### src/rtl/lhas_pkg.sv
// Shared constants, operation codes and control types for the set probe block.
package lhas_pkg;

	localparam int SET_DEPTH = 64;
	localparam int KEY_WIDTH = 64;
	localparam int IDX_W     = $clog2(SET_DEPTH);
	localparam int CNT_W     = $clog2(SET_DEPTH + 1);

	localparam logic [1:0] OP_START  = 2'd0;
	localparam logic [1:0] OP_BUILD  = 2'd1;
	localparam logic [1:0] OP_PROBE  = 2'd2;
	localparam logic [1:0] OP_FINISH = 2'd3;

	typedef enum logic [2:0] {
		S_IDLE = 3'b001,
		S_SCAN = 3'b010,
		S_HOLD = 3'b100
	} state_t;

	typedef struct packed {
		logic load;
		logic clear;
		logic scan;
		logic apply_build;
		logic apply_probe;
		logic out_load;
	} dp_cmd_t;

	typedef struct packed {
		logic scan_done;
	} dp_sts_t;

endpackage

### src/rtl/lhas_ctrl.sv
// Controller state machine: sequences start, lookup, insert and result beats.
module lhas_ctrl (
	input  logic              clk,
	input  logic              arst_n,
	input  logic              in_valid,
	output logic              in_ready,
	input  logic [1:0]        operation,
	input  logic              element_valid,
	output logic              out_valid,
	input  logic              out_ready,
	output lhas_pkg::dp_cmd_t cmd,
	input  lhas_pkg::dp_sts_t sts
);
	import lhas_pkg::*;

	state_t state_q, state_nxt;
	logic   build_q;
	logic   out_valid_q;
	logic   out_free;

	assign out_free  = !out_valid_q || out_ready;
	assign in_ready  = (state_q == S_IDLE);
	assign out_valid = out_valid_q;

	always_comb begin
		state_nxt = state_q;
		cmd       = '0;
		case (state_q)
			S_IDLE: begin
				if (in_valid) begin
					case (operation)
						OP_START: cmd.clear = 1'b1;
						OP_BUILD, OP_PROBE: begin
							if (element_valid) begin
								cmd.load  = 1'b1;
								state_nxt = S_SCAN;
							end
						end
						OP_FINISH: begin
							if (out_free) begin
								cmd.out_load = 1'b1;
							end else begin
								state_nxt = S_HOLD;
							end
						end
						default: ;
					endcase
				end
			end
			S_SCAN: begin
				cmd.scan = 1'b1;
				if (sts.scan_done) begin
					cmd.apply_build = build_q;
					cmd.apply_probe = !build_q;
					state_nxt       = S_IDLE;
				end
			end
			S_HOLD: begin
				if (out_free) begin
					cmd.out_load = 1'b1;
					state_nxt    = S_IDLE;
				end
			end
			default: state_nxt = S_IDLE;
		endcase
	end

	always_ff @(posedge clk or negedge arst_n) begin
		if (!arst_n) begin
			state_q     <= S_IDLE;
			build_q     <= 1'b0;
			out_valid_q <= 1'b0;
		end else begin
			state_q <= state_nxt;
			if (cmd.load) begin
				build_q <= (operation == OP_BUILD);
			end
			if (cmd.out_load) begin
				out_valid_q <= 1'b1;
			end else if (out_ready) begin
				out_valid_q <= 1'b0;
			end
		end
	end

endmodule

### src/rtl/lhas_dpath.sv
// Datapath: key memory, fill count, scan pipeline, row flags and result register.
module lhas_dpath (
	input  logic                            clk,
	input  logic                            arst_n,
	input  logic [63:0]                     element_key,
	input  logic                            cfg_valid,
	input  logic                            match_mode,
	output logic                            answer,
	output logic                            set_overflow,
	input  lhas_pkg::dp_cmd_t               cmd,
	output lhas_pkg::dp_sts_t               sts
);
	import lhas_pkg::*;

	logic [KEY_WIDTH-1:0] key_mem [SET_DEPTH];
	logic [KEY_WIDTH-1:0] key_q;
	logic [KEY_WIDTH-1:0] rd_key_s1;
	logic [CNT_W-1:0]     fill_q;
	logic [CNT_W-1:0]     issue_idx_q;
	logic                 cmp_vld_s1;
	logic                 hit_q;
	logic                 some_hit_q;
	logic                 some_miss_q;
	logic                 dropped_q;
	logic                 mode_q;
	logic                 answer_q;
	logic                 overflow_q;
	logic                 issue;
	logic                 insert;

	// Slots fill in order, so the fill count alone marks which entries are live.
	assign issue  = cmd.scan && (issue_idx_q != fill_q) && !hit_q;
	assign insert = cmd.apply_build && !hit_q && (fill_q != CNT_W'(SET_DEPTH));

	assign sts.scan_done = hit_q || ((issue_idx_q == fill_q) && !cmp_vld_s1);

	assign answer       = answer_q;
	assign set_overflow = overflow_q;

	always_ff @(posedge clk) begin
		if (insert) begin
			key_mem[fill_q[IDX_W-1:0]] <= key_q;
		end
		rd_key_s1 <= key_mem[issue_idx_q[IDX_W-1:0]];
		if (cmd.load) begin
			key_q <= element_key[KEY_WIDTH-1:0];
		end
		if (cmd.out_load) begin
			answer_q   <= mode_q ? !some_miss_q : some_hit_q;
			overflow_q <= dropped_q;
		end
	end

	always_ff @(posedge clk or negedge arst_n) begin
		if (!arst_n) begin
			fill_q      <= '0;
			issue_idx_q <= '0;
			cmp_vld_s1  <= 1'b0;
			hit_q       <= 1'b0;
			some_hit_q  <= 1'b0;
			some_miss_q <= 1'b0;
			dropped_q   <= 1'b0;
			mode_q      <= 1'b0;
		end else begin
			if (cfg_valid) begin
				mode_q <= match_mode;
			end
			if (cmd.load) begin
				issue_idx_q <= '0;
				cmp_vld_s1  <= 1'b0;
				hit_q       <= 1'b0;
			end else begin
				cmp_vld_s1 <= issue;
				if (issue) begin
					issue_idx_q <= issue_idx_q + CNT_W'(1);
				end
				if (cmp_vld_s1 && (rd_key_s1 == key_q)) begin
					hit_q <= 1'b1;
				end
			end
			if (cmd.clear) begin
				fill_q      <= '0;
				some_hit_q  <= 1'b0;
				some_miss_q <= 1'b0;
				dropped_q   <= 1'b0;
			end else begin
				if (insert) begin
					fill_q <= fill_q + CNT_W'(1);
				end
				if (cmd.apply_build && !hit_q && (fill_q == CNT_W'(SET_DEPTH))) begin
					dropped_q <= 1'b1;
				end
				if (cmd.apply_probe) begin
					if (hit_q) begin
						some_hit_q <= 1'b1;
					end else begin
						some_miss_q <= 1'b1;
					end
				end
			end
		end
	end

endmodule

### src/rtl/list_has_any_or_all_set_probe_top.sv
// Top level of the set intersection membership test block.
//
// Usage: a row is sent as a stream of beats on the input channel. A start beat
// clears the set, build beats insert their keys, probe beats look their keys
// up, and a finish beat produces one beat on the output channel carrying the
// row answer and the overflow flag. Null elements are accepted and ignored.
// The match mode register is written through the configuration channel, which
// is always ready; it selects the any test (0) or the all test (1).
// Start and null beats leave the input ready. A finish beat holds the input
// until the output register is free. A build or probe beat with a present key
// walks the stored keys one memory read per cycle and stops early on a hit;
// the key memory has a single read port.
// A finish result is loaded into the output register once that register is free.
// Reset empties the set, clears all row flags and the mode, and drops any
// pending result. When the receiver stalls, the result waits in the output
// register; further non-finish beats are still taken, and a second finish
// waits until the held result has been taken.
module list_has_any_or_all_set_probe_top (
	input  logic        clk,
	input  logic        arst_n,
	input  logic        in_valid,
	output logic        in_ready,
	input  logic [1:0]  operation,
	input  logic [63:0] element_key,
	input  logic        element_valid,
	output logic        out_valid,
	input  logic        out_ready,
	output logic        answer,
	output logic        set_overflow,
	input  logic        cfg_valid,
	output logic        cfg_ready,
	input  logic        match_mode
);
	import lhas_pkg::*;

	dp_cmd_t cmd;
	dp_sts_t sts;

	// Configuration writes must be made only while the block is idle; the block
	// does not enforce this itself. They are always taken.
	assign cfg_ready = 1'b1;

	// The controller decides what each beat does; the datapath holds the set.
	lhas_ctrl u_ctrl (
		.clk           (clk),
		.arst_n        (arst_n),
		.in_valid      (in_valid),
		.in_ready      (in_ready),
		.operation     (operation),
		.element_valid (element_valid),
		.out_valid     (out_valid),
		.out_ready     (out_ready),
		.cmd           (cmd),
		.sts           (sts)
	);

	lhas_dpath u_dpath (
		.clk          (clk),
		.arst_n       (arst_n),
		.element_key  (element_key),
		.cfg_valid    (cfg_valid),
		.match_mode   (match_mode),
		.answer       (answer),
		.set_overflow (set_overflow),
		.cmd          (cmd),
		.sts          (sts)
	);

endmodule

### config.mk
export PLATFORM = sky130hd
export DESIGN_NAME = list_has_any_or_all_set_probe_top
export DESIGN_NICKNAME = d
export VERILOG_FILES = /design/src/rtl/lhas_pkg.sv /design/src/rtl/lhas_ctrl.sv /design/src/rtl/lhas_dpath.sv /design/src/rtl/list_has_any_or_all_set_probe_top.sv
export SDC_FILE = /design/constraint.sdc
export NUM_CORES = 2
export LEC_CHECK = 0
export BUFFER_PORTS_ARGS = -buffer_cell sky130_fd_sc_hd__buf_2
export CELL_PAD_IN_SITES_DETAIL_PLACEMENT = 1
export CELL_PAD_IN_SITES_GLOBAL_PLACEMENT = 2
export CORE_MARGIN = 2
export CORE_UTILIZATION = 51
export CTS_CLUSTER_DIAMETER = 150
export CTS_CLUSTER_SIZE = 16
export DETAILED_ROUTE_END_ITERATION = 12
export PLACE_DENSITY_LB_ADDON = 0.15
export SLEW_MARGIN = 0
export SYNTH_ARGS = -nofsm -noshare
export SYNTH_HDL_FRONTEND = slang
export SYNTH_SLANG_ARGS = --single-unit
### constraint.sdc
create_clock -name clk -period 8.72 [get_ports clk]
set_input_delay 0.872 -clock clk [delete_from_list [all_inputs] [get_ports clk]]
set_output_delay 0.872 -clock clk [all_outputs]
set_load 0.02 [all_outputs]
# Word level (Yosys, flattened, before mapping)
# Memories as Yosys holds them, arrays and structs flattened. A register that Yosys moved wholly into a read port is not among the register bits.
# Cells that the tools add are included.
[classes]
n_eq_ne = 18
n_addsub = 2
n_reduce_logical = 26
muxes = 38
[ops]
columns = ["operator", "n"]
rows = [
  ["64-bit == test", 1],
  ["7-bit two-way mux", 4],
  ["1-bit two-way mux", 22],
  ["3-bit two-way mux", 6],
  ["7-bit by 1-bit adder with 7-bit output (second input constant)", 2],
  ["2-bit nonzero test", 7],
  ["3-bit case mux with 3 select lines", 1],
  ["7-bit == test", 1],
  ["7-bit == test (second input constant)", 1],
  ["1-bit logical AND", 7],
  ["7-bit != test", 1],
  ["7-bit != test (second input constant)", 1],
  ["2-bit two-way mux", 3],
  ["2-bit != test (second input constant)", 3],
  ["3-bit != test (second input constant)", 2],
  ["3-bit case mux with 2 select lines", 1],
  ["6-bit AND reduction", 1],
  ["1-bit logical NOT", 5],
  ["2-bit == test (second input constant)", 2],
  ["2-bit AND reduction", 2],
  ["3-bit by 1-bit == test with 1-bit output (second input constant)", 1],
  ["3-bit by 2-bit == test with 1-bit output (second input constant)", 1],
  ["3-bit == test (second input constant)", 1],
  ["3-bit by 1-bit != test with 1-bit output (second input constant)", 1],
  ["other kinds (6)", 7],
]
[totals]
ff_bits = 91
out_inout_bits = 5
wordCells = 99
ram_bits = 4096
n_memories = 1
[memory_table]
columns = ["memory", "depth", "width", "read_ports", "rd_clocked_by_memory_dff", "wr", "line", "source"]
rows = [
  ["u_dpath.key_mem", 64, 64, 1, 1, 1, "lhas_dpath.sv:15", "logic [KEY_WIDTH-1:0] key_mem [SET_DEPTH];"],
]

# Logic depth before layout (Yosys ltp)
[logic_depth]
word_depth = 9
ltp_mapped = 12

# Cells and area by module
# A second synthesis with hierarchy kept.
[unflattened]
cells_unflattened = 7835
area_unflattened_um2 = 162636.0
[by_module_without_submodules]
columns = ["mod", "cells_per_inst", "instances", "area_per_inst_um2"]
rows = [
  ["lhas_dpath", 7792, 1, 162234.3],
  ["lhas_ctrl", 41, 1, 390.4],
  ["list_has_any_or_all_set_probe_top", 2, 1, 11.3],
]

# Worst setup path before layout
# OpenSTA, ideal clock, no wires.
[synth_path]
kind = "register to register"
from = "reg u_dpath.fill_q[4]"
to = "mem u_dpath.key_mem[8][0] (enable)"
stages_incl_launch_ff = 8
t_arrival_ns = 6.087
required_ns = 8.156
slack_ns = 2.068
n_path_buf = 2
path_cell_list = "dfrtp_1 > buf_2 > xor2_1 > nor4_1 > and4_2 > buf_6 > nand4b_1 > nor3_1"
[synth_via]
elab_chain_len = 9
[synth_rtl]
columns = ["element", "line", "source"]
rows = [
  ["from (decl)", "lhas_dpath.sv:18", "logic [CNT_W-1:0] fill_q;"],
  ["from (signal assigned)", "lhas_dpath.sv:88", "fill_q <= fill_q + CNT_W'(1);"],
  ["7-bit == test", "lhas_dpath.sv:35", "assign sts.scan_done = hit_q || ((issue_idx_q == fill_q) && !cmp_vld_s1);"],
  ["1-bit logical AND", "lhas_dpath.sv:35", ""],
  ["1-bit logical OR", "lhas_dpath.sv:35", ""],
  ["2-bit two-way mux", "lhas_ctrl.sv:52", "if (sts.scan_done) begin"],
  ["3-bit two-way mux", "lhas_ctrl.sv:28", "case (state_q)"],
  ["1-bit logical AND (2 in a row)", "lhas_dpath.sv:33", "assign insert = cmd.apply_build && !hit_q && (fill_q != CNT_W'(SET_DEPTH));"],
  ["1-bit two-way mux", "lhas_dpath.sv:41", "if (insert) begin"],
  ["1-bit two-way mux (implied by the code)", "lhas_dpath.sv:42", "key_mem[fill_q[IDX_W-1:0]] <= key_q;"],
  ["to (decl)", "lhas_dpath.sv:15", ""],
]
# Parallel ways exist; a longest one is shown, timed or not.

# Worst setup path after layout
[layout_path]
from = "reg u_dpath.issue_idx_q[3]"
to = "mem u_dpath.key_mem[43][35] (enable)"
[layout_via]
elab_chain_len = 9
[layout_rtl]
columns = ["element", "line", "source"]
rows = [
  ["from (decl)", "lhas_dpath.sv:19", "logic [CNT_W-1:0] issue_idx_q;"],
  ["from (signal assigned)", "lhas_dpath.sv:75", "issue_idx_q <= issue_idx_q + CNT_W'(1);"],
  ["7-bit == test", "lhas_dpath.sv:35", ""],
  ["1-bit logical AND", "lhas_dpath.sv:35", ""],
  ["1-bit logical OR", "lhas_dpath.sv:35", ""],
  ["2-bit two-way mux", "lhas_ctrl.sv:52", ""],
  ["3-bit two-way mux", "lhas_ctrl.sv:28", ""],
  ["1-bit logical AND (2 in a row)", "lhas_dpath.sv:33", ""],
  ["1-bit two-way mux", "lhas_dpath.sv:41", ""],
  ["1-bit two-way mux (implied by the code)", "lhas_dpath.sv:42", ""],
]
# Every way passes these cells.

==> impl_results.md <==
* Maximum vdd drop at 0.224 mV
* Pin count of the biggest net entering global routing at 120
* Dpl cells at 11200
* Clock Power Share at between 30% and 40%
* Power share of the combinational group at between 10% and 20%
* Nets at 7430
* P&R area growth vs syn at 9.33%
* Post-synth EDFFs at about 4200
* Leakage at about 52 nW
* Setup crit end kind: flop
* WL/cell at roughly 41 µm
* I/O pins at 78
* Crit path kind: reg2reg
* Gpl congestion at 0.805
* Pins Over Slew Limit at 0
* Max-cap viol count at 0
* DIE AREA at 0.323 mm²
* Post-Layout Cell Count at 11700
* Status: complete, no violations
* Async set-or-reset flop fraction in the synthesized netlist at 0.588%
* Crit start category: flop
* DR iter-0 viols at roughly 11000
* Count of final hold-check violations at 0
* Sinks on Clock Net at about 4300
* FF-to-FF setup slack at about 3.5 ns
* Part of the cycle the worst path needs at 59.6%
* Part of the power in registers at between 50% and 60%
* Starting density of the core at 51.1%
* Gate Count Post-Synth at 7103
* Commonest cells after routing, fill and taps aside: edfxtp_1 (4162), mux4_2 (1023), mux2i_1 (326)
* Initial antenna violation count at 21
* CP max stage delay at 1.15 ns
* Internal power at 32.9 mW
* Final HPWL DP at ~260 mm
* Die Ht at 568 µm
* Hold_sp: element_key[42]
* Critical Path Start: u_dpath.issue_idx_q[3]$_DFFE_PN0P_
* Commonest non-fill, non-tap cell in the layout: edfxtp_1
* H-tree Lvls at 5
* Post-Route WL at roughly 480 mm
* Sw Ratio at between 20 and 30%
* Fraction of layout cells with a size suffix above 1 at between 20% and 30%
* Final setup TNS at 0 ns
* Clock tree root driver cell: clkbuf_16
* Routed via count at around 80000
* Yosys cell types at 63
* Worst skew pair latency at between 0.9 and 1 ns
* Worst-path fanout max at 33
* Fin Hold WS at 0.0980 ns
* First-pass GRT wire length at around 660 mm
* Worst Path Required at between 9 and 10 ns
* CTS max path bufs at 4
* Vias/cell at roughly 6.7
* Tmin final at between 5 and 6 ns
* Syn Area/Cell at approximately 23 µm²
* Pwr/cell area at 250 mW/mm²
* Synth Flop Type: edfxtp_1
* Synthesis-stage register bit count at approximately 4300
* Cells along the critical path: xor2_1 -> nor4_1 -> and4_2 -> nor3b_2 -> nand3_1 -> nor2_4 -> buf_4
* Hold Path Class: in2reg
* Reg clk slew, reported paths at 0.08 ns
* Synth warn at 0
* Final Skew at roughly 0.052 ns
* Synthesized area at around 0.16 mm²
* Core area at around 0.32 mm²
* Vias in the first global route at ~80000
* Least-Margin Pin Slew at between 1 and 1.5 ns
* Syn nets at 7182
* Total gr overflow at 0
* Post-route DRC at 0
* FF-to-FF Start: u_dpath.issue_idx_q[3]$_DFFE_PN0P_
* Sequential area share after synthesis at about four fifths
* Crit path DAT at about 5.7 ns
* CTS tree: yes
* Row Count at 207
* Post-route ant nets at 0
* Global Route Usage Sum at slightly below 30%
* RSZ-0062 raised after global routing: no
* Die X-Extent at around 570 µm
* CTS buffer count at roughly 300
* DRT Pass-1 Iters at 6
* IO buf count at 76
* Setup violation total in the final timing report at 0
* Max stage delay cell, worst path: nor2_4
* Slew margin rel. at around 14%
* P_sw at approximately 11 mW
* CTS resizes at 0
* Achievable clock frequency at slightly below 200 MHz
## metal layers
metal | GRT usage (%) | vias up | part of all wire, %
met3 | 5.14 | 589 | 8.7
met1 | 42.7 | 43700 | 40
met4 | 8.16 | 2 | 2.9
li1 | - | 30500 | -
met5 | 0 | - | 0.0025
met2 | 46.9 | 3995 | 48
## cell usage after synthesis, types with 3 or more instances
cell / number / area (µm²)
edfxtp_1: 4162 / 125000
mux2i_1: 326 / 3260
nand2b_1: 69 / 432
buf_4: 38 / 285
nand4_1: 15 / 93.8
nor2b_1: 97 / 607
ha_1: 6 / 75.1
a22o_1: 3 / 26.3
a21boi_0: 10 / 75.1
dfxtp_1: 64 / 1280
a22oi_1: 128 / 961
inv_1: 28 / 105
nor2_1: 84 / 315
xor2_1: 23 / 201
o2bb2ai_1: 5 / 43.8
a211oi_1: 99 / 743
and3_1: 3 / 18.8
o211ai_1: 35 / 263
o21ai_1: 33 / 165
nand2_1: 59 / 221
a2111oi_0: 3 / 26.3
nor4_1: 6 / 37.5
buf_2: 106 / 531
a32oi_1: 35 / 307
a21oi_1: 99 / 495
mux4_2: 1023 / 23000
a21boi_1: 19 / 143
nand3_1: 73 / 365
clkbuf_1: 188 / 706
o211a_1: 28 / 280
xnor2_1: 40 / 350
buf_1: 26 / 97.6
o21ai_0: 63 / 315
dfrtp_1: 24 / 601
nor3_1: 6 / 30.0
or3_1: 3 / 18.8
o22ai_1: 7 / 43.8
buf_6: 37 / 417
## registers in the layout, summed over array words and instances (netlist names)
| name | flops |
|---|---|
| u_dpath.key_mem | 4096 |
| u_dpath.key_q | 64 |
| u_dpath.rd_key_s1 | 64 |
| u_dpath.fill_q | 7 |
| u_dpath.issue_idx_q | 7 |
| u_ctrl.state_q | 3 |
| u_ctrl.build_q | 1 |
| u_ctrl.out_valid | 1 |
| u_dpath.answer | 1 |
| u_dpath.cmp_vld_s1 | 1 |
| u_dpath.dropped_q | 1 |
| u_dpath.hit_q | 1 |
| u_dpath.mode_q | 1 |
| u_dpath.set_overflow | 1 |
| u_dpath.some_hit_q | 1 |
| u_dpath.some_miss_q | 1 |
## metrics by stage
stage	area (µm²)	utilization, %	power (mW)	setup slack, ns
CTS	177000	55.9	44.6	3.53
finish	177000	55.9	44.3	3.52
detailed placement	169000	53.2	31.3	3.49
global placement	169000	53.2	31.2	3.60
floorplan	162000	-	29.1	2.07
global route	177000	55.9	45.6	3.41
## what timing repair did
item | in CTS | in global routing
hold buffers | 1 | 0
endpoints found under the hold margin | 24 | 0
setup endpoints to repair | 0 | 0
setup buffers | 0 | 0
## worst max-delay path, delay by kind of cell (launching register included)
kind	cells	cell delay [ns]
flip-flops	1	0.91
buffers and inverters	1	0.71
AND/OR/NAND/NOR	5	2.94
XOR/XNOR	1	0.16
## power groups by stage
| stage | Sequential (mW) | Clock, mW | Combinational, mW |
|---|---|---|---|
| floorplan | 23.2 | 0 | 5.93 |
| global placement | 23.2 | 0 | 8.02 |
| detailed placement | 23.2 | 0 | 8.08 |
| CTS | 22.8 | 13.7 | 8.11 |
| global route | 22.8 | 14.4 | 8.52 |
| finish | 22.8 | 13.5 | 8.00 |
## cell type report
| cell class | count | area (µm²) |
|---|---|---|
| fillers | 26100 | 140000 |
| repair buffers | 338 | 2710 |
| diodes | 5 | 12.5 |
| flip-flops and latches | 4251 | 127000 |
| clock buffers | 475 | 8380 |
| inverters | 29 | 114 |
| multi-input cells | 2428 | 33700 |
| clock inverters | 21 | 284 |
| well taps | 4180 | 5230 |
## cell families after synthesis
group | after synthesis | synth area share (%)
DFF | 4251 | 78.2
buffers and inverters | 424 | 1.32
and+or+nand+nor | 432 | 1.42
other | 1 | 0.00231
adders and majority gates | 6 | 0.0463
AOI/OAI and AO/OA | 576 | 2.44
muxes | 1350 | 16.2
xor gates and xnor gates | 63 | 0.340
## final timing paths
kind,cells after the start,endpoint
max,7,u_dpath.key_mem[43][35]$_DFFE_PP_
min,1,u_dpath.key_q[42]$_DFFE_PP_
max reg2reg,7,u_dpath.key_mem[43][35]$_DFFE_PP_
min reg2reg,1,u_dpath.issue_idx_q[6]$_DFFE_PN0P_
max in group asynchronous,2,u_dpath.issue_idx_q[2]$_DFFE_PN0P_
min in group asynchronous,2,u_dpath.some_miss_q$_DFFE_PN0P_
Power figures use the tool's default switching activity.
